[config.mk]
export PLATFORM = sky130hd
export DESIGN_NAME = lbp_hist_stage
export DESIGN_NICKNAME = d
export VERILOG_FILES = /design/src/design/lbp_pkg.sv /design/src/design/lbp_hist_stage.sv
export SDC_FILE = /design/constraint.sdc
export NUM_CORES = 1
export LEC_CHECK = 0
export BUFFER_PORTS_ARGS = -buffer_cell sky130_fd_sc_hd__buf_2
export CORE_MARGIN = 2
export CORE_UTILIZATION = 40
export DETAILED_ROUTE_END_ITERATION = 16
export GPL_ROUTABILITY_DRIVEN = 0
export PLACE_DENSITY = 0.59
export SLEW_MARGIN = 10
export SYNTH_ARGS = -nofsm -noshare
export SYNTH_HDL_FRONTEND = slang
export SYNTH_SLANG_ARGS = --single-unit
[constraint.sdc]
create_clock -name clock -period 34 [get_ports clock]
set_clock_uncertainty 0.05 [all_clocks]
set_input_delay 10.2 -clock clock [delete_from_list [all_inputs] [get_ports clock]]
set_output_delay 10.2 -clock clock [all_outputs]
set_load 0.1 [all_outputs]
[src/design/lbp_pkg.sv]
// Shared types, counter codes and the counter update function for the
// local-history branch predictor. No dependencies.
package lbp_pkg;

   typedef logic [1:0] ctr_type;

   localparam ctr_type CTR_STRONG_NT  = 2'b00;
   localparam ctr_type CTR_WEAK_NT    = 2'b01;
   localparam ctr_type CTR_WEAK_TAKEN = 2'b10;
   localparam ctr_type CTR_STRONG_T   = 2'b11;

   // 2-bit saturating counter step
   function automatic ctr_type ctr_update(input ctr_type ctr, input logic taken);
      ctr_type nxt;
      nxt = ctr;
      if (taken) begin
         if (ctr != CTR_STRONG_T) nxt = ctr + 2'd1;
      end else begin
         if (ctr != CTR_STRONG_NT) nxt = ctr - 2'd1;
      end
      return nxt;
   endfunction

endpackage

[src/design/lbp_hist_stage.sv]
// History stage: per-branch history memory, read-modify-write with bypass.
// Depends on lbp_pkg.
module lbp_hist_stage import lbp_pkg::*; #(
   parameter int COUNTER_INDEX_BITS = 12,
   parameter int HISTORY_INDEX_BITS = 8,
   parameter int HISTORY_BITS       = 4
) (
   input  logic                          clock,
   input  logic                          reset,
   input  logic                          advance,
   input  logic                          in_valid,
   input  logic [31:0]                   in_addr,
   input  logic                          in_taken,
   input  logic                          clr_active,
   input  logic [HISTORY_INDEX_BITS-1:0] clr_index,
   output logic                          s1_valid,
   output logic [COUNTER_INDEX_BITS-1:0] s1_pc,
   output logic [HISTORY_BITS-1:0]       s1_hist,
   output logic                          s1_taken
);

   logic [HISTORY_BITS-1:0] hist_mem [2**HISTORY_INDEX_BITS];

   logic                          s1_valid_ff, s1_valid_in;
   logic [HISTORY_INDEX_BITS-1:0] s1_hsel_ff;
   logic [COUNTER_INDEX_BITS-1:0] s1_pc_ff;
   logic                          s1_taken_ff;
   logic [HISTORY_BITS-1:0]       s1_hist_ff;

   logic [HISTORY_INDEX_BITS-1:0] in_hsel;
   logic [HISTORY_BITS:0]         hist_shift;
   logic [HISTORY_BITS-1:0]       hist_new;
   logic                          bypass;

   logic                          wr_en;
   logic [HISTORY_INDEX_BITS-1:0] wr_addr;
   logic [HISTORY_BITS-1:0]       wr_data;

   assign in_hsel    = in_addr[HISTORY_INDEX_BITS+1:2];
   assign hist_shift = {s1_hist_ff, s1_taken_ff};
   assign hist_new   = hist_shift[HISTORY_BITS-1:0];
   // older item in s1 writes the same entry at this edge
   assign bypass     = s1_valid_ff && (s1_hsel_ff == in_hsel);

   always_comb begin
      if (clr_active) begin
         wr_en   = 1'b1;
         wr_addr = clr_index;
         wr_data = '0;
      end else begin
         wr_en   = advance && s1_valid_ff;
         wr_addr = s1_hsel_ff;
         wr_data = hist_new;
      end
   end

   assign s1_valid_in = advance ? in_valid : s1_valid_ff;

   always_ff @(posedge clock) begin
      if (wr_en) hist_mem[wr_addr] <= wr_data;
      if (advance) begin
         s1_hist_ff  <= bypass ? hist_new : hist_mem[in_hsel];
         s1_hsel_ff  <= in_hsel;
         s1_pc_ff    <= in_addr[COUNTER_INDEX_BITS+1:2];
         s1_taken_ff <= in_taken;
      end
   end

   always_ff @(posedge clock) begin
      if (reset) begin
         s1_valid_ff <= 1'b0;
      end else begin
         s1_valid_ff <= s1_valid_in;
      end
   end

   assign s1_valid = s1_valid_ff;
   assign s1_pc    = s1_pc_ff;
   assign s1_hist  = s1_hist_ff;
   assign s1_taken = s1_taken_ff;

endmodule

# ---- Word-level counts from Yosys, hierarchy flattened
# Memories as Yosys holds them, arrays and structs flattened.
# Index checks and enable logic that the tools add are counted.
dict set report op_classes {
  n_eq_ne 1
  mux 6
  n_reduce_logical 2
}
# op n
set op_table {}
lappend op_table {{equality test 8 bit} 1}
lappend op_table {{2-to-1 mux 4 bit} 2}
lappend op_table {{2-to-1 mux 8 bit} 1}
lappend op_table {{2-to-1 mux 1 bit} 3}
lappend op_table {{logical AND 1 bit} 2}
dict set report totals {
  register_bits 26
  ram_bits 1024
  input_bits 46
  output_inout_bits 18
  wordCells 15
  memories 1
}
# name depth width read_ports rd_ports_with_merged_regs wr line
set memory_table {}
lappend memory_table {hist_mem 256 4 1 0 1 lbp_hist_stage.sv:22} ;# logic [HISTORY_BITS-1:0] hist_mem [2**HISTORY_INDEX_BITS];

# ---- Depth between registers and ports, before layout
dict set report depth {
  word_depth 4
  mapped_depth 13
  mapped_depth_nobuf 7
}

# ---- Least setup slack after synthesis
# OpenSTA, ideal clock, no wires.
dict set report synth_path {
  path_type {input to register}
  start {input port clr_active}
  end {memory hist_mem[0][0], data pin}
  setup_time_ns 1.393
  arrival_ns 16.503
  required_time_ns 32.557
  slack_ns 16.054
  cell_stages 3
  path_buffers 2
  path_cell_list {clkbuf_1 > clkbuf_1 > nor2_1}
}
dict set report synth_via {
  elab_chain_len 1
}
# element line
set synth_lines {}
lappend synth_lines {{start, declared} lbp_hist_stage.sv:14} ;# input logic clr_active,
lappend synth_lines {{2-to-1 mux 4 bit} lbp_hist_stage.sv:46} ;# if (clr_active) begin
lappend synth_lines {{via wr_data[0]} lbp_hist_stage.sv:37} ;# logic [HISTORY_BITS-1:0] wr_data;
lappend synth_lines {{end, declared} lbp_hist_stage.sv:22}
# The timed path passes the listed nets, and every way through them passes these cells.

# ---- Worst setup path after layout
dict set report layout_path {
  start {input port in_addr[3]}
  end {register s1_hist_ff[1] (netlist: s1_hist[1]), data pin}
}
dict set report layout_via {
  elab_chain_len 3
  word_cells_on_any_way 4
  cone_classes {1 x eq/ne; 1 x mux; 1 x reduce/logical; 1 x memory}
}
# element line
set layout_lines {}
lappend layout_lines {{start, declared} lbp_hist_stage.sv:12} ;# input logic [31:0] in_addr,
lappend layout_lines {{parallel branches: the longest is 2 deep, another holds memory read (256 x 4 bit)} n/a}
lappend layout_lines {{2-to-1 mux 4 bit (*)} lbp_hist_stage.sv:62} ;# s1_hist_ff <= bypass ? hist_new : hist_mem[in_hsel];
lappend layout_lines {{end signal, assigned} lbp_hist_stage.sv:62}
lappend layout_lines {{end, declared} lbp_hist_stage.sv:28} ;# logic [HISTORY_BITS-1:0] s1_hist_ff;
# Mark *: on every way between the ends.
# A chain may end at the register's enable or synchronous reset.

==> impl_metrics.ini <==
[clock_network]
clk_path_buf_depth = 3
postCtsHoldBufs = 0
clkSinkCount = 1042
cts_buffers = 107
htreeDepth = 3
root_buffer = clkbuf_16
path_clk_slew_ns = 0.06
post_cts_buffers = 0
cts_tree = done
ctsResizeCount = 0
clk_latency_ns = 0.70

[placement]
place_inst = 3549
portBuffers = 43
hpwl_mm = 65.19
pre_cts_slack_ns = 18.18

[sta]
drv_slew = 0
rsz0062_at_grt = no
maxSlewHeadroom = 0.1245
setup_viol = 0
worstMarginPinSlew_ns = 1.309
min_period_over_period = 0.4447
min_period_ns = 15.12
setup_tns_ns = 0
max_freq_mhz = 66.14
fin_ws_ns = 18.88
finalHoldViolCount = 0

[layout]
drive_gt1_frac = 0.1915
layout_commonest_cell = edfxtp_1
final_cell_mix = edfxtp_1, nor2_1, mux4_2
syn2layout_area_growth_pct = 12.03
fin_cells = 3747
nets = 2325

[global_route]
grt_first_pass_wirelength_mm = 152.6
grt_max_degree = 105
gr-total-overflow = 0
grt_pass1_vias = 22160
grt_antenna_before_repair = 4
grt_usage = 0.1954

[synth]
synth_ff_type = edfxtp_1
seq_area_frac_synth = 0.7476
syn_area_sq_um = 41840
synthSimpleGateAreaFrac = 0.04710
synth.top_cell.area_share = 0.7472
ys_ff_latch = 1042
synth_xor_area_frac = 0.001675
synth_compound_area_frac = 0.03977
ys_types = 67
synth_edf_count = 1041
syn_area_per_cell_sq_um = 18.91
synth_mux_area_frac = 0.1377
syn-num-nets = 2259
yosys.area.top_type = edfxtp_1
synth_area_leaders = edfxtp_1, mux4_2, mux2i_1, nor2_1, mux4_1
synthAdderAreaFrac = 0
synth_top_family_by_area = multiplexers
syn_inst = 2213
ys_async_sr_fraction = 0
synth.yosys.warnings = 0

[drt]
route.detailed.drc = 0
ant_nets = 0
drtIter0Drc = 2485
routedWlPerCell_um = 28.13
dr.pass1.iters = 6
routed_via_density = 5.848
wirelength_mm = 105.4
route.vias.total = 21910

[power_and_ir_drop]
p_per_area_nw_per_um2 = 59.67
vdd_drop_max_uv = 37.42
p_leak_uw = 0.01471

[floorplan]
die_h_um = 327.4
core_area_sq_um = 103600
rows = 118
fp.dieW_um = 327.4
start_util = 0.4037
ios = 64
die_area_sq_um = 107200

[hold_path]
min_path_type = flop to flop

[setup_path]
worstSetupStartpointType = input port
cp_max_fo = 104
worstPathRequired_ns = 34.35
crit_arrival_ns = 15.47
worst-setup-path-type = input port to flop
critical_path.endpoint_type = flop

[run_status]
status = finished clean

[run]
maxCapViolCount = 0
final timing paths:
check | startpoint | endpoint | slack [ns] | cells past startpoint
max | in_addr[3] | s1_hist[1]$_DFFE_PP_ | 18.88 | 11
min | s1_hist[1]$_DFFE_PP_ | s1_hist[2]$_DFFE_PP_ | 0.63 | 2
max reg2reg | s1_hsel_ff[2]$_DFFE_PP_ | hist_mem[177][1]$_DFFE_PP_ | 30.32 | 4
min reg2reg | s1_hist[1]$_DFFE_PP_ | s1_hist[2]$_DFFE_PP_ | 0.63 | 2
cell type report:
class                           instances  area [sq um]
Clock inverter                         69         822.0
Timing Repair Buffer                   96         670.6
Antenna cell                            1         2.502
Fill cell                            8830         56770
Inverter                               17         63.81
Tap cell                             1380          1727
Multi-Input combinational cell       1015          9523
Sequential cell                      1042         31280
Clock buffer                          127          2784
flip-flops by register name, summed over array words and instances, names as in the netlist:
name / cells
s1_pc: 5
s1_taken: 1
hist_mem: 1024
s1_valid: 1
s1_hist: 4
s1_hsel_ff: 7
synthesized netlist by cell type (all sizes together), types with 3 or more instances:
cell	count
clkbuf	54
or3	6
xnor2	8
nor4	8
mux2i	152
a22o	5
a2111oi	9
a22oi	43
inv	16
mux2	4
or3b	4
o21ai	37
and2	5
a221oi	37
a41oi	4
o2111ai	3
edfxtp	1041
nor2	273
o211ai	12
o22ai	25
o32ai	12
nor2b	12
nand2b	11
buf	85
mux4	184
nand4	12
a21oi	18
nand2	56
nor3	12
nand3b	3
nand3	22
a211oi	4
nor4b	3
layer usage:
metal / global-route usage / wire [um]
met2: 0.3023 / 48580
met1: 0.2770 / 44210
met3: 0.03754 / 9095
met5: 0 / 39
met4: 0.07060 / 3462
stage by stage:
stage	total power, uW	hold slack, ns	instance area (sq um)	utilization
global placement	1617	0.5945	43240	0.4172
CTS	2815	0.6395	46840	0.4520
floorplan	1573	0.9418	41840	-
global route	2873	0.6795	46870	0.4522
detailed placement	1620	0.6025	43240	0.4172
finish	2797	0.6336	46870	0.4522
where the power goes:
part	internal (uW)	leakage [uW]	total (uW)	switching, uW
Clock	707	0.00175	1200	496
Sequential	1430	0.00953	1430	3.21
Combinational	43.3	0.00343	161	117
Total	2180	0.0147	2800	617
critical path, stage by stage:
cell and delay, ns:
buf_8 0.55, buf_12 0.58, buf_4 0.77, buf_4 0.83, mux4_2 0.59, o21ai_0 0.28
a41oi_1 0.25, a2111oi_0 0.65, buf_4 0.24, and4bb_1 0.19, a21oi_1 0.05
cell families (layout without fill, tap and decap cells):
group                     count (synthesis)  in the layout
AOI/OAI and AO/OA                       228            228
xor gates and xnor gates                  8              8
buffers and inverters                   156            309
DFF                                    1042           1042
muxes                                   340            340
other                                     0              1
and+or+nand+nor                         439            439
Note: power is estimated with default switching activity, not from simulation.
